--- config.mk ---
export PLATFORM = sky130hd
export DESIGN_NAME = html_text_extractor_unit
export DESIGN_NICKNAME = d
export VERILOG_FILES = /design/src/hw/rtl/hte_pkg.sv /design/src/hw/rtl/hte_judge.sv /design/src/hw/rtl/hte_obuf.sv /design/src/hw/rtl/hte_core.sv /design/src/hw/rtl/html_text_extractor_unit.sv
export SDC_FILE = /design/constraint.sdc
export NUM_CORES = 1
export LEC_CHECK = 0
export ABC_AREA = 1
export BUFFER_PORTS_ARGS = -buffer_cell sky130_fd_sc_hd__buf_2
export CORE_MARGIN = 10
export CORE_UTILIZATION = 40
export CTS_CLUSTER_DIAMETER = 120
export DETAILED_ROUTE_END_ITERATION = 7
export PLACE_DENSITY = 0.65
export SETUP_SLACK_MARGIN = 0.2
export SLEW_MARGIN = 20
export SYNTH_ARGS = -nofsm -noshare
export SYNTH_HDL_FRONTEND = slang
export SYNTH_SLANG_ARGS = --single-unit
--- constraint.sdc ---
create_clock -name clk -period 7.3 [get_ports clk]
set_clock_uncertainty 0.05 [all_clocks]
set_input_delay 0 -clock clk [delete_from_list [all_inputs] [get_ports clk]]
set_output_delay 0 -clock clk [all_outputs]
set_load 0.005 [all_outputs]
--- src/hw/rtl/hte_pkg.sv ---
package hte_pkg;

  localparam int WIN_DEPTH = 9;
  localparam int FILL_W = $clog2(WIN_DEPTH + 1);
  localparam int LEN_W = 17;
  localparam int ENT_NUM = 6;

  localparam logic [FILL_W-1:0] OPEN_AVAIL = FILL_W'(8);
  localparam logic [FILL_W-1:0] CLOSE_AVAIL = FILL_W'(9);

  localparam logic [7:0] CH_LT = 8'h3C;
  localparam logic [7:0] CH_GT = 8'h3E;
  localparam logic [7:0] CH_AMP = 8'h26;
  localparam logic [7:0] CH_SP = 8'h20;
  localparam logic [7:0] CH_LF = 8'h0A;
  localparam logic [7:0] CH_CR = 8'h0D;
  localparam logic [7:0] CH_TAB = 8'h09;
  localparam logic [7:0] CH_NUL = 8'h00;
  localparam logic [7:0] CH_LOW_A = 8'h61;
  localparam logic [7:0] CH_LOW_Z = 8'h7A;
  localparam logic [7:0] CASE_GAP = 8'h20;

  // Patterns are left aligned: the first character sits in the top byte.
  localparam logic [71:0] PAT_OPEN_SCRIPT = {"<script", 16'h0};
  localparam logic [71:0] PAT_OPEN_STYLE = {"<style", 24'h0};
  localparam logic [71:0] PAT_CLOSE_SCRIPT = {"</script", 8'h0};
  localparam logic [71:0] PAT_CLOSE_STYLE = {"</style", 16'h0};
  localparam logic [FILL_W-1:0] LEN_OPEN_SCRIPT = FILL_W'(7);
  localparam logic [FILL_W-1:0] LEN_OPEN_STYLE = FILL_W'(6);
  localparam logic [FILL_W-1:0] LEN_CLOSE_SCRIPT = FILL_W'(8);
  localparam logic [FILL_W-1:0] LEN_CLOSE_STYLE = FILL_W'(7);

  localparam logic [71:0] ENT_PAT [ENT_NUM] = '{
    {"&amp;", 32'h0}, {"&lt;", 40'h0}, {"&gt;", 40'h0},
    {"&quot;", 24'h0}, {"&nbsp;", 24'h0}, {"&#39;", 32'h0}
  };
  localparam logic [FILL_W-1:0] ENT_LEN [ENT_NUM] = '{
    FILL_W'(5), FILL_W'(4), FILL_W'(4), FILL_W'(6), FILL_W'(6), FILL_W'(5)
  };
  localparam logic [7:0] ENT_CHAR [ENT_NUM] = '{
    8'h26, 8'h3C, 8'h3E, 8'h22, 8'h20, 8'h27
  };

  typedef logic [WIN_DEPTH-1:0][7:0] win_t;

  typedef struct packed {
    logic       tag;
    logic       script;
    logic       style;
    logic       lws;
    logic [2:0] eskip;
  } flags_t;

  typedef struct packed {
    logic [7:0] text;
    logic       valid;
    logic       eot;
  } result_t;

  function automatic logic match_pat(input win_t win, input logic [71:0] pat,
                                     input logic [FILL_W-1:0] len, input logic nocase);
    logic       ok;
    logic [7:0] p;
    logic [7:0] w;
    ok = 1'b1;
    for (int k = 0; k < WIN_DEPTH; k++) begin
      p = pat[71-8*k -: 8];
      w = win[k];
      if (FILL_W'(k) < len) begin
        if (!(w == p || (nocase && p >= CH_LOW_A && p <= CH_LOW_Z && w == p - CASE_GAP))) begin
          ok = 1'b0;
        end
      end
    end
    return ok;
  endfunction

endpackage

--- src/hw/rtl/hte_judge.sv ---
module hte_judge (
  input  hte_pkg::win_t                   win,
  input  logic [hte_pkg::FILL_W-1:0]      avail,
  input  hte_pkg::flags_t                 flags,
  input  logic [hte_pkg::LEN_W-1:0]       emitted,
  input  logic [hte_pkg::LEN_W-1:0]       max_len,
  output hte_pkg::flags_t                 flags_nxt,
  output logic                            emit,
  output logic [7:0]                      text_out
);
  import hte_pkg::*;

  logic [7:0] c;
  logic [7:0] c_ws;
  logic       room;
  logic [7:0] ent_ch;
  logic [2:0] ent_skip;

  assign c = win[0];
  assign c_ws = (c == CH_LF || c == CH_CR || c == CH_TAB) ? CH_SP : c;
  assign room = emitted < max_len;

  always_comb begin
    ent_ch = CH_AMP;
    ent_skip = 3'd0;
    for (int e = ENT_NUM - 1; e >= 0; e--) begin
      if (ENT_LEN[e] <= avail && match_pat(win, ENT_PAT[e], ENT_LEN[e], 1'b0)) begin
        ent_ch = ENT_CHAR[e];
        ent_skip = 3'(ENT_LEN[e] - FILL_W'(1));
      end
    end
  end

  always_comb begin
    flags_nxt = flags;
    emit = 1'b0;
    text_out = c_ws;
    if (flags.eskip != 3'd0) begin
      flags_nxt.eskip = flags.eskip - 3'd1;
    end else if (c == CH_LT) begin
      flags_nxt.tag = 1'b1;
      if (avail >= OPEN_AVAIL) begin
        if (match_pat(win, PAT_OPEN_SCRIPT, LEN_OPEN_SCRIPT, 1'b1)) flags_nxt.script = 1'b1;
        if (match_pat(win, PAT_OPEN_STYLE, LEN_OPEN_STYLE, 1'b1)) flags_nxt.style = 1'b1;
      end
      if (avail >= CLOSE_AVAIL) begin
        if (match_pat(win, PAT_CLOSE_SCRIPT, LEN_CLOSE_SCRIPT, 1'b1)) flags_nxt.script = 1'b0;
        if (match_pat(win, PAT_CLOSE_STYLE, LEN_CLOSE_STYLE, 1'b1)) flags_nxt.style = 1'b0;
      end
    end else if (c == CH_GT) begin
      flags_nxt.tag = 1'b0;
    end else if (!(flags.tag || flags.script || flags.style)) begin
      if (c == CH_AMP) begin
        text_out = ent_ch;
        flags_nxt.eskip = ent_skip;
        flags_nxt.lws = 1'b0;
        emit = room;
      end else if (!(c_ws == CH_SP && flags.lws)) begin
        flags_nxt.lws = (c_ws == CH_SP);
        emit = room;
      end
    end
  end

endmodule

--- src/hw/rtl/hte_obuf.sv ---
module hte_obuf (
  input  logic             clk,
  input  logic             rst_n,
  input  logic             wr_en,
  input  hte_pkg::result_t wr_data,
  output logic             space,
  output logic             rd_valid,
  input  logic             rd_ready,
  output hte_pkg::result_t rd_data
);
  import hte_pkg::*;

  result_t    mem_r [2];
  logic       wr_ptr_r;
  logic       wr_ptr_nxt;
  logic       rd_ptr_r;
  logic       rd_ptr_nxt;
  logic [1:0] cnt_r;
  logic [1:0] cnt_nxt;
  logic       rd_en;

  assign space = cnt_r != 2'd2;
  assign rd_valid = cnt_r != 2'd0;
  assign rd_data = mem_r[rd_ptr_r];
  assign rd_en = rd_valid && rd_ready;

  always_comb begin
    wr_ptr_nxt = wr_ptr_r ^ wr_en;
    rd_ptr_nxt = rd_ptr_r ^ rd_en;
    cnt_nxt = cnt_r + {1'b0, wr_en} - {1'b0, rd_en};
  end

  always_ff @(posedge clk) begin
    if (!rst_n) begin
      wr_ptr_r <= 1'b0;
      rd_ptr_r <= 1'b0;
      cnt_r <= 2'd0;
    end else begin
      wr_ptr_r <= wr_ptr_nxt;
      rd_ptr_r <= rd_ptr_nxt;
      cnt_r <= cnt_nxt;
    end
  end

  always_ff @(posedge clk) begin
    if (wr_en) begin
      mem_r[wr_ptr_r] <= wr_data;
    end
  end

endmodule

--- src/hw/rtl/hte_core.sv ---
module hte_core (
  input  logic                        clk,
  input  logic                        rst_n,
  input  logic                        in_valid,
  output logic                        in_ready,
  input  logic [7:0]                  in_byte,
  input  logic                        in_last,
  input  logic [hte_pkg::LEN_W-1:0]   max_len,
  input  logic                        space,
  output logic                        res_we,
  output hte_pkg::result_t            res
);
  import hte_pkg::*;

  win_t              win_r;
  win_t              win_nxt;
  logic [FILL_W-1:0] fill_r;
  logic [FILL_W-1:0] fill_nxt;
  flags_t            flags_r;
  flags_t            flags_nxt;
  logic [LEN_W-1:0]  emitted_r;
  logic [LEN_W-1:0]  emitted_nxt;
  logic              ended_r;
  logic              ended_nxt;
  logic              drain_r;
  logic              drain_nxt;
  logic              endp_r;
  logic              endp_nxt;

  win_t              win_app;
  logic [FILL_W-1:0] fill_app;
  win_t              jd_win;
  logic [FILL_W-1:0] jd_avail;
  flags_t            jd_flags;
  logic              jd_emit;
  logic [7:0]        jd_text;
  logic              jd_go;
  logic              accept;

  assign in_ready = !drain_r && space;
  assign accept = in_valid && in_ready;

  always_comb begin
    win_app = win_r;
    fill_app = fill_r;
    if (fill_r < FILL_W'(WIN_DEPTH)) begin
      win_app[fill_r] = in_byte;
      fill_app = fill_r + FILL_W'(1);
    end
    jd_win = drain_r ? win_r : win_app;
    jd_avail = drain_r ? fill_r : fill_app;
  end

  hte_judge u_judge (
    .win       (jd_win),
    .avail     (jd_avail),
    .flags     (flags_r),
    .emitted   (emitted_r),
    .max_len   (max_len),
    .flags_nxt (jd_flags),
    .emit      (jd_emit),
    .text_out  (jd_text)
  );

  always_comb begin
    win_nxt = win_r;
    fill_nxt = fill_r;
    flags_nxt = flags_r;
    emitted_nxt = emitted_r;
    ended_nxt = ended_r;
    drain_nxt = drain_r;
    endp_nxt = endp_r;
    res_we = 1'b0;
    res = '{text: CH_NUL, valid: 1'b0, eot: 1'b0};
    jd_go = 1'b0;

    if (drain_r) begin
      if (space) begin
        if (fill_r != '0) begin
          jd_go = 1'b1;
        end else begin
          drain_nxt = 1'b0;
          if (endp_r) begin
            res_we = 1'b1;
            res = '{text: CH_NUL, valid: 1'b0, eot: 1'b1};
            endp_nxt = 1'b0;
            flags_nxt = '0;
            emitted_nxt = '0;
            ended_nxt = 1'b0;
          end
        end
      end
    end else if (accept) begin
      if (!ended_r && in_byte == CH_NUL) begin
        ended_nxt = 1'b1;
        drain_nxt = 1'b1;
        endp_nxt = in_last;
      end else if (!ended_r) begin
        win_nxt = win_app;
        fill_nxt = fill_app;
        if (in_last) begin
          drain_nxt = 1'b1;
          endp_nxt = 1'b1;
        end else if (fill_app == FILL_W'(WIN_DEPTH)) begin
          jd_go = 1'b1;
        end
      end else if (in_last) begin
        drain_nxt = 1'b1;
        endp_nxt = 1'b1;
      end
    end

    if (jd_go) begin
      flags_nxt = jd_flags;
      for (int k = 0; k < WIN_DEPTH - 1; k++) begin
        win_nxt[k] = jd_win[k+1];
      end
      win_nxt[WIN_DEPTH-1] = jd_win[WIN_DEPTH-1];
      fill_nxt = jd_avail - FILL_W'(1);
      if (jd_emit) begin
        res_we = 1'b1;
        res = '{text: jd_text, valid: 1'b1, eot: 1'b0};
        emitted_nxt = emitted_r + LEN_W'(1);
      end
    end
  end

  always_ff @(posedge clk) begin
    if (!rst_n) begin
      fill_r <= '0;
      flags_r <= '0;
      emitted_r <= '0;
      ended_r <= 1'b0;
      drain_r <= 1'b0;
      endp_r <= 1'b0;
    end else begin
      fill_r <= fill_nxt;
      flags_r <= flags_nxt;
      emitted_r <= emitted_nxt;
      ended_r <= ended_nxt;
      drain_r <= drain_nxt;
      endp_r <= endp_nxt;
    end
  end

  always_ff @(posedge clk) begin
    win_r <= win_nxt;
  end

endmodule

--- src/hw/rtl/html_text_extractor_unit.sv ---
// Streams HTML one byte per beat and returns the visible text one byte per beat. Bytes enter
// a nine-byte lookahead window, so a text byte comes out only once eight more bytes have
// arrived or the stream ends. The block takes a new beat in every cycle while the two-entry
// result buffer has room and it is not draining. A beat with tlast, or a zero byte, stops
// input while the single judge unit works through the window one byte per cycle as long as
// the buffer has room; the end marker (tuser clear, tlast set, zero data) is the last beat
// of every stream. The user must write max_output_length through the cfg port only while
// the block is idle; it does not enforce this. Values above LENGTH_LIMIT saturate to it.
module html_text_extractor_unit #(
  parameter int LENGTH_LIMIT = 65536
) (
  input  logic                        clk,
  input  logic                        rst_n,
  input  logic                        in_tvalid,
  output logic                        in_tready,
  input  logic [7:0]                  in_tdata,   // [7:0] in_byte
  input  logic                        in_tlast,
  output logic                        out_tvalid,
  input  logic                        out_tready,
  output logic [7:0]                  out_tdata,  // [7:0] text_byte
  output logic [0:0]                  out_tuser,  // [0] byte_valid
  output logic                        out_tlast,
  input  logic                        cfg_valid,
  output logic                        cfg_ready,
  input  logic [hte_pkg::LEN_W-1:0]   cfg_data
);
  import hte_pkg::*;

  localparam int LEN_MAX = (1 << LEN_W) - 1;
  localparam logic [LEN_W-1:0] LEN_CAP = LEN_W'((LENGTH_LIMIT > LEN_MAX) ? LEN_MAX
                                                                           : LENGTH_LIMIT);
  localparam logic [LEN_W-1:0] LEN_RST = (LEN_W'(4096) > LEN_CAP) ? LEN_CAP : LEN_W'(4096);

  logic [LEN_W-1:0] max_len_r;
  logic [LEN_W-1:0] max_len_nxt;
  logic             space;
  logic             res_we;
  result_t          res;
  result_t          out_res;

  assign cfg_ready = 1'b1;

  always_comb begin
    max_len_nxt = max_len_r;
    if (cfg_valid && cfg_ready) begin
      max_len_nxt = (cfg_data > LEN_CAP) ? LEN_CAP : cfg_data;
    end
  end

  always_ff @(posedge clk) begin
    if (!rst_n) begin
      max_len_r <= LEN_RST;
    end else begin
      max_len_r <= max_len_nxt;
    end
  end

  hte_core u_core (
    .clk      (clk),
    .rst_n    (rst_n),
    .in_valid (in_tvalid),
    .in_ready (in_tready),
    .in_byte  (in_tdata),
    .in_last  (in_tlast),
    .max_len  (max_len_r),
    .space    (space),
    .res_we   (res_we),
    .res      (res)
  );

  hte_obuf u_obuf (
    .clk      (clk),
    .rst_n    (rst_n),
    .wr_en    (res_we),
    .wr_data  (res),
    .space    (space),
    .rd_valid (out_tvalid),
    .rd_ready (out_tready),
    .rd_data  (out_res)
  );

  assign out_tdata = out_res.text;
  assign out_tuser = out_res.valid;
  assign out_tlast = out_res.eot;

endmodule

-- Word-level counts from Yosys, hierarchy flattened
Memory sizes are Yosys's and may differ from the RTL's. A register that Yosys moved wholly into a read port is not among the register bits.
Index checks and enable logic that the tools add are counted.
W data, S select, Z words.
- magnitude comparators: 10
- eq/ne operators: 87
- reduce and logical (&&, ||, !) cells: 56
- multiplexer cells: 168
- bitwise gates (word level): 2
- $add $sub $neg: 6
- operators with widths (operator ; number):
    $mux W72 ; 7
    $eq A8 B7 Y1 const B ; 53
    $mux W17 ; 7
    $mux W1 ; 108
    $eq A8 B6 Y1 const B ; 11
    $bwmux W72 ; 1
    $mux W8 ; 7
    $mux W10 ; 5
    $mux W4 ; 11
    $mux W7 ; 5
    $demux W8 S4 ; 1
    $mux W3 ; 10
    $eq A8 B4 Y1 const B ; 3
    $logic_or A1 B1 Y1 ; 24
    $ne A2 B2 Y1 const B ; 10
    $ne A3 B3 Y1 const B ; 6
    $add A17 B1 Y17 const B ; 1
    $gt A17 B17 Y1 const B ; 1
    $lt A17 B17 Y1 ; 1
    $mux W5 ; 3
    $reduce_bool A2 Y1 ; 7
    $le A3 B4 Y1 const A ; 3
    $logic_and A1 B1 Y1 ; 12
    $reduce_and A6 Y1 ; 2
    other kinds (21) ; 30
- output and inout port bits: 13
- logic and storage cells: 353
- memories: 1
- flip-flop bits (word level): 124
- memory bits (writable): 20
- memories (name ; depth ; bits a word ; read ports ; clocked after memory_dff ; write ports ; RTL line ; text):
    u_obuf.mem_r ; 2 ; 10 ; 1 ; 1 ; 1 ; hte_obuf.sv:13 ; result_t mem_r [2];

-- Depth between registers and ports, before layout
Gate-level depths: netlist of run 1.
- depth after elaboration: 27
- depth in mapped cells: 21
- depth with buffers taken out: 21

-- Hierarchy
A second synthesis of run 1 with hierarchy kept.
- cells, all modules: 1405
- area total of the unflattened synthesis: 10259.8 sq um
- by module, submodules not included (module ; cells an instance ; area an instance (sq um) ; instances ; sequential area each (sq um)):
    hte_core ; 860 ; 6615.1 ; 1 ; 2782.7
    hte_judge ; 387 ; 1880.6 ; 1 ; 0.0
    hte_obuf ; 66 ; 1013.5 ; 1 ; 700.7
    html_text_extractor_unit ; 92 ; 750.7 ; 1 ; 340.3

-- Least setup slack after synthesis of run 1
Ideal clock, no wire load.
- path kind: register to register
- start point: register u_core.fill_r[0]
- end point: register u_core.fill_r[0]
- data arrival time: 3.464 ns
- slack: 3.674 ns
- path buffers: 2
- stages on the path, launching flop included: 14
- period minus slack after synthesis: 3.626 ns
- required time: 7.138 ns
- path through: dfxtp_1 -> ha_1 -> buf_2 -> xnor2_1 -> a21boi_1 -> nor2_1 -> nand2_1 -> nand2_2 -> buf_2 -> nor2_1 -> inv_1 -> o221ai_1 -> nand2_1 -> inv_1
- longest elaborated chain between the ends: 11
- elaborated cells on any way between the ends: 25
- RTL lines (what ; RTL line ; text):
    start, declared ; hte_core.sv:17 ; logic [FILL_W-1:0] fill_r;
    start signal, assigned ; hte_core.sv:137 ; fill_r <= fill_nxt;
    $add A4 B1 Y4 or $lt A4 B4 Y1 (tied branches) ; hte_core.sv:48, hte_core.sv:46 ;
    $mux W4 ; hte_core.sv:46 ; if (fill_r < FILL_W'(WIN_DEPTH)) begin
    $eq A4 B4 Y1 ; hte_core.sv:104 ; end else if (fill_app == FILL_W'(WIN_DEPTH)) begin
    $mux W1 ; hte_core.sv:104 ;
    $mux W1 ; hte_core.sv:101 ; if (in_last) begin
    $mux W1 ; hte_core.sv:98 ; end else if (!ended_r) begin
    $mux W1 ; hte_core.sv:94 ; if (!ended_r && in_byte == CH_NUL) begin
    $mux W1 ; hte_core.sv:93 ; end else if (accept) begin
    $mux W1 ; hte_core.sv:77 ; if (drain_r) begin
    $ne A2 B2 Y1 (no line) (tied with other cells) ; -- ;
    $reduce_and A4 Y1 (no line) ; -- ;
Several ways; a longest one is shown, not always the timed one. The select of a mux whose other input is x is not followed.
A chain may end at the register's enable or synchronous reset.

-- Worst setup path after layout of run 1
- start point: register u_core.drain_r
- end point: memory u_obuf.mem_r[1][6] in the netlist's numbering, enable pin
- longest elaborated chain between the ends: 17
- elaborated cells on any way between the ends: 28
- RTL lines (what ; RTL line ; text):
    start, declared ; hte_core.sv:25 ; logic drain_r;
    start signal, assigned ; hte_core.sv:141 ; drain_r <= drain_nxt;
    $mux W72 ; hte_core.sv:50 ; jd_win = drain_r ? win_r : win_app;
    $eq A8 B4 Y1 ; hte_judge.sv:20 ; assign c_ws = (c == CH_LF || c == CH_CR || c == CH_TAB) ? CH_SP : c;
    $logic_or A1 B1 Y1 (2 in series) ; hte_judge.sv:20 ;
    $mux W8 ; hte_judge.sv:20 ;
    $eq A8 B6 Y1 ; hte_judge.sv:58 ; end else if (!(c_ws == CH_SP && flags.lws)) begin
    $logic_and A1 B1 Y1 ; hte_judge.sv:58 ;
    $mux W1 ; hte_judge.sv:58 ;
    $mux W1 ; hte_judge.sv:53 ; if (c == CH_AMP) begin
    $mux W1 ; hte_judge.sv:52 ; end else if (!(flags.tag || flags.script || flags.style)) begin
    $mux W1 ; hte_judge.sv:50 ; end else if (c == CH_GT) begin
    $mux W1 ; hte_judge.sv:40 ; end else if (c == CH_LT) begin
    $mux W1 ; hte_judge.sv:38 ; if (flags.eskip != 3'd0) begin
    $mux W1 ; hte_core.sv:120 ; if (jd_emit) begin
    $mux W1 * ; hte_core.sv:113 ; if (jd_go) begin
    $mux W1 * ; hte_obuf.sv:46 ; if (wr_en) begin
    $mux W1 (not written as such) * ; hte_obuf.sv:47 ; mem_r[wr_ptr_r] <= wr_data;
    end, declared ; hte_obuf.sv:13 ;
Every way passes the cells marked *; elsewhere a longest branch is shown, timed or not.

==> results of run 1 <==
[flip-flops by register name (all words and copies together) (netlist names), named ones only]
name / flops
max_len_r: 17
u_obuf.rd_ptr_r: 1
u_obuf.wr_ptr_r: 1
u_core.drain_r: 1
u_core.flags_r: 7
u_core.fill_r: 4
u_core.emitted_r: 17
u_core.endp_r: 1
u_obuf.mem_r: 20
u_core.ended_r: 1
u_obuf.cnt_r: 2
u_core.win_r: 72
[stage by stage]
stage	cell area [sq um]	power (mW)	worst slack, ns	cells	utilization (%)
2_1_floorplan	10900	3.22	3.67	1574	-
3_3_place_gp	11200	3.72	2.83	1897	41.7
3_5_place_dp	11200	3.76	2.73	1897	41.7
4_1_cts	12000	4.67	2.71	1952	44.7
5_1_grt	12000	5.07	2.35	1952	44.7
6_report	12000	4.70	2.68	1952	44.7
[synth_stat cells, types with 23 or more instances]
library cell	count	area share [%]
a21oi_1	63	2.9
a31oi_1	24	1.4
buf_2	26	1.2
clkbuf_1	25	0.86
dfxtp_1	53	9.8
edfxtp_1	92	25
ha_1	32	3.7
inv_1	155	5.4
nand2_1	454	16
nand2_2	23	1.3
nand3_1	140	6.5
nand3_2	23	2.1
nor2_1	171	5.9
o21ai_0	90	4.1
[how the worst max path moves through the flow]
stage	from	endpoint	slack (ns)	depth (start not counted)
floorplan	u_core.fill_r[0]$_SDFFE_PN0P_	u_core.fill_r[0]$_SDFFE_PN0P_	3.67	13
global placement	u_core.drain_r$_SDFF_PN0_	u_obuf.mem_r[0][7]$_DFFE_PP_	2.83	13
detailed placement	u_core.drain_r$_SDFF_PN0_	u_obuf.mem_r[0][7]$_DFFE_PP_	2.73	13
CTS	u_core.drain_r$_SDFF_PN0_	u_obuf.mem_r[0][6]$_DFFE_PP_	2.71	13
global route	u_core.drain_r$_SDFF_PN0_	u_core.win_r[25]$_DFFE_PP_	2.35	11
finish	u_core.drain_r$_SDFF_PN0_	u_obuf.mem_r[1][6]$_DFFE_PP_	2.68	13
[cells by family after synthesis]
kind of cell               after synthesis
AOI/OAI and AO/OA                      229
xor gates and xnor gates                17
adders and majority gates               32
buffers and inverters                  236
DFF                                    145
muxes                                   17
other                                    1
and+or+nand+nor                        897
[power groups by stage]
| stage | combinational, mW | clock, mW | sequential [mW] |
|---|---|---|---|
| after floorplan | 1.84 | 0 | 1.38 |
| after global placement | 2.30 | 0 | 1.42 |
| after detailed placement | 2.33 | 0 | 1.43 |
| after CTS | 2.35 | 0.900 | 1.41 |
| after global routing | 2.69 | 0.939 | 1.45 |
| final | 2.39 | 0.891 | 1.42 |
[layout make-up]
type	count	area (sq um)	area share, %
Tap cell	341	427	3.56
Clock inverter	14	145	1.21
Timing Repair Buffer	71	485	4.05
Clock buffer	18	439	3.66
Inverter	170	639	5.33
Multi-Input combinational cell	1193	6030	50.3
Sequential cell	145	3820	31.9
[repair_timing]
action / in CTS / in global routing
gates resized for setup: 0 / 0
buffers inserted: 0 / 0
setup endpoints to repair: 0 / 0
hold endpoints to repair: 22 / 0
hold buffers: 23 / 0
[worst max-delay path, stage by stage, from the launching register on]
cell	delay (ns)
dfxtp_2	0.31
buf_4	0.56
clkinv_2	0.78
buf_4	0.58
nand3_1	0.21
nand2_2	0.09
nand2_2	0.11
nor2_2	0.07
nand2_2	0.10
nand3_2	0.09
nor2_4	0.16
nand3_2	0.30
nand2_1	0.26
ha_1	0.46
[metal layers]
metal | GRT usage [%] | vias to the layer above | wire (microns)
met4 | 5.30 | 0 | 622
li1 | - | 5243 | -
met5 | 0 | - | 0
met3 | 3.27 | 44 | 2250
met2 | 29.6 | 363 | 14500
met1 | 25.6 | 4859 | 14600
==> impl_metrics.toml, run 1 <==
[cts]
cts_tree = "done"
cts_buffers = 17
cts_buffer_depth = 2
clk_pin_slew_worst_paths_ns = 0.07
clock_latency_ns = 0.44
cts.htree.levels = 4
cts-root-buf = "clkbuf_16"
cts_sinks = 145

[synthesis]
synthMuxAreaShare_pct = 1.68
yosys.area_share.simple_pct = 36.7
synth-seq-cells = 145
ys_seq_area_share_pct = 35.2
ys_types = 50
synthAdderAreaFrac_pct = 3.69
syn_area_per_cell_sq_um = 6.90
yosysWarnings = 0
synthArstFlopShare_pct = 0
netlist_instances = 1574
synth_flop_cell = "edfxtp_1"
synth-edff-count = 92
synth_compound_area_share_pct = 12.0
synthesis.area_sq_um = 10900
syn-num-nets = 1637
synth_top_family_by_area = "simple AND/OR/NAND/NOR gates"
synthXorXnorAreaFrac_pct = 1.37

[global_route]
grt_max_degree = 72
grt_pass1_wl_microns = 51500
grt_overflow = 0
grt_pass1_vias = 9729
grt_antenna_before_repair = 0
track_usage_pct = 18.8

[place]
portBuffers = 42
hpwl_microns = 22500
gp_congestion = 0.960

[floorplanning]
fp-row-count = 60
dieHeight_microns = 185
ios = 44
coreArea_sq_um = 26800
start_util_pct = 40.5
die_w_microns = 185
die_area_sq_um = 34100

[critical_path]
critPathKind = "flop to flop"
arrival_ns = 4.64
required_ns = 7.32
crit_path_start_kind = "flop"
r2r_end = "u_obuf.mem_r[1][6]$_DFFE_PP_"
r2r_slack_ns = 2.68
reg2reg_depth = 13
critPathMaxFanout = 71
crit_path_end_kind = "flop"
r2r-start = "u_core.drain_r$_SDFF_PN0_"

[sta]
post-route-period-util_pct = 63.3
worst_pin_slew_ns = 0.872
max_slew_margin_pct = 41.8
whs_ns = 0.0402
setup_violations = 0
rsz0062_at_grt = "false"
max_freq_ghz = 0.216
finalMaxSlewViolations = 0
fin_tns_setup_ns = 0
min_period_ns = 4.62
hold_violations = 0

[route]
wl_per_cell_microns = 16.4
drt-initial-drc-count = 948
drc = 0
final_antenna_net_count = 0
wl_microns = 32000
vias = 10509
dr.pass1.iters = 5
via_per_inst = 5.38

[cells_and_area]
antennaDiodeCount = 0
layout_commonest_cell = "nand2_1"
num-nets-final = 1661
drive_gt1_share_pct = 12.2
fillCellCount = 2701
area_delta_synth_final_pct = 10.4
final_cell_mix = "nand2_1 (454), nor2_1 (171), inv_1 (154)"

[power_and_ir_drop]
sw_frac_of_total_pct = 47.6
power.density_nw_per_um2 = 392
p_comb_share_pct = 50.8
seqPwrFrac_pct = 30.2
max-vdd-ir-drop_uv = 192
power.leakage_nw = 5.40
power_switching_mw = 2.23
p_int_mw = 2.46
clkPwrFrac_pct = 19.0

[min_path]
holdCritStartpoint = "in_tdata[4]"
whs_endpoint = "u_core.win_r[4]$_DFFE_PP_"
holdPathStages = 3
hold_class = "input port to flop"

[run_status]
outcome = "finished, final reports clean"

[run]
cap_viol_max_count = 0
Note: power is estimated with default switching activity, not from simulation.
==> run 2, diff against run 1 <==
==> constraint.sdc (replaced) <==
create_clock -name clk -period 4.7 [get_ports clk]
set_clock_uncertainty 0.05 [all_clocks]
set_input_delay 0 -clock clk [delete_from_list [all_inputs] [get_ports clk]]
set_output_delay 0 -clock clk [all_outputs]
set_load 0.005 [all_outputs]
==> run 2 against run 1 <==
Compared with the run above:
- combinational power up 56%
- largest cell class unchanged
- routed wire length rose by 1.9%
- largest power group unchanged
- non-clock buffer count rose by 5
- sequential share of layout area decreased by 0.22 points
- cell count rose by 0.26%
==> impl_metrics.toml, run 2 (same netlist as run 1, synthesis figures left out) <==
[run_status]
outcome = "finished, final reports clean"

[critical_path]
slowest_delay_ns = 0.60
required_ns = 4.73
crit_buf_inv = 1
crit_path_end_kind = "flop"
critPathMaxFanout = 15
startpoint = "u_core.fill_r[0]$_SDFFE_PN0P_"
critPathKind = "flop to flop"
crit_family = "simple AND/OR/NAND/NOR gates"
r2r-start = "u_core.fill_r[0]$_SDFFE_PN0P_"
crit_path_start_kind = "flop"
crit_top_cell = "nand2_1"
arrival_ns = 3.78
crit_chain = "inv_1 -> ha_1 -> nand2_2 -> nand2_1 -> nand3_1 -> nand2_1 -> nand2_1 -> nor2_4 -> a21oi_2 -> nand3_2 -> nand3_2 -> nand2_1 -> ha_1"
reg2reg_depth = 13
critPathSlowestCell = "ha_1"
path_depth = 13

[route]
drc = 0
wl_microns = 32600
wl_per_cell_microns = 16.6
final_antenna_net_count = 0
dr.pass1.iters = 6
drt-initial-drc-count = 1008
via_per_inst = 5.41
vias = 10580

[cts]
cts_tree = "done"
clk_pin_slew_worst_paths_ns = 0.07
cts_buffer_depth = 2
cts-root-buf = "clkbuf_16"
post_cts_buffers = 0
cts_sinks = 145
clock_latency_ns = 0.44
cts_buffers = 17
cts.htree.levels = 4

[cells_and_area]
layout_commonest_cell = "nand2_1"
drive_gt1_share_pct = 12.4
fin_area_sq_um = 12100
area_delta_synth_final_pct = 11.2
multiInputGateArea_sq_um = 6030
regArea_sq_um = 3820
final_cell_mix = "nand2_1 (454), nor2_1 (171), inv_1 (154)"
num-nets-final = 1666
fillCellCount = 2735
largestRegisters = "u_core.win_r: 72 flops, u_obuf.mem_r: 20 flops"
layout.cells.non_filler = 1957
largest_register_ff_count = 72
antennaDiodeCount = 0
max_flop_register = "u_core.win_r"

[place]
dp_cells = 1901
portBuffers = 42
place_area_sq_um = 11200
gp_congestion = 0.959
hpwl_microns = 23400
dp_slack_ns = 0.998

[global_route]
track_usage_pct = 19.3
grt_pass1_vias = 9825
grt_max_degree = 70
grt_antenna_before_repair = 0
grt_pass1_wl_microns = 52800
grt_overflow = 0

[power_and_ir_drop]
p_total_mw = 7.32
max-vdd-ir-drop_uv = 280
power.density_nw_per_um2 = 607
power.leakage_nw = 5.44

[sta]
layout_setup_ws_ns = 0.946
worst_pin_slew_ns = 0.804
max_freq_ghz = 0.266
min_period_ns = 3.75
post-route-period-util_pct = 79.9
hold_violations = 0
fin_tns_setup_ns = 0
setup_violations = 0
max_slew_margin_pct = 45.9
rsz0062_at_grt = "false"
finalMaxSlewViolations = 0

[min_path]
hold_class = "input port to flop"
holdCritStartpoint = "in_tvalid"
holdPathStages = 5

[run]
cap_viol_max_count = 0

[floorplanning]
ios = 44
fp-row-count = 60
die_area_sq_um = 34100
start_util_pct = 40.5
dieHeight_microns = 185
coreArea_sq_um = 26800
die_w_microns = 185
-- run 2: layout make-up --
cell class,count,area share (%)
Multi-Input combinational cell,1193,49.9
Tap cell,341,3.53
Inverter,170,5.30
Clock buffer,20,3.96
Clock inverter,12,0.943
Sequential cell,145,31.7
Timing Repair Buffer,76,4.66
-- run 2: final timing paths --
kind | end | slack [ns]
worst max-delay path | u_obuf.mem_r[0][6]$_DFFE_PP_ | 0.95
worst min-delay path | u_core.endp_r$_SDFFE_PN0P_ | 0.04
worst max register to register | u_obuf.mem_r[0][6]$_DFFE_PP_ | 0.95
worst min register to register | u_obuf.rd_ptr_r$_SDFF_PN0_ | 0.41
-- run 2: report_power, final --
| group | internal, mW | switching, mW |
|---|---|---|
| registers | 1.96 | 0.254 |
| logic | 1.13 | 2.60 |
| clock network | 0.757 | 0.628 |
-- run 2: per-layer routing --
metal	track usage, %	part of all wire [%]	vias to the layer above
met2	30.8	46	375
met4	5.98	2.4	0
li1	-	-	5248
met5	0	0	-
met3	3.62	7.2	52
met1	25.8	45	4905
-- run 2: stage by stage --
stage | utilization, % | hold WS [ns]
after global placement | 41.9 | 0.212
final | 45.0 | 0.0353
after CTS | 45.0 | 0.0259
after floorplan | - | 0.0441
after detailed placement | 41.9 | 0.216
after global routing | 45.0 | 0.0695
-- run 2: repair_timing --
action	in CTS	in global routing
hold buffers	24	0
gates resized for setup	0	0
hold endpoints to repair	24	0
-- run 2: worst reg2reg max path, stage by stage, from the launching register on --
cell and delay, ns:
dfxtp_1 0.35, inv_1 0.17, ha_1 0.60, nand2_2 0.32, nand2_1 0.15, nand3_1 0.09, nand2_1 0.13, nand2_1 0.12
nor2_4 0.20, a21oi_2 0.10, nand3_2 0.12, nand3_2 0.30, nand2_1 0.23, ha_1 0.46
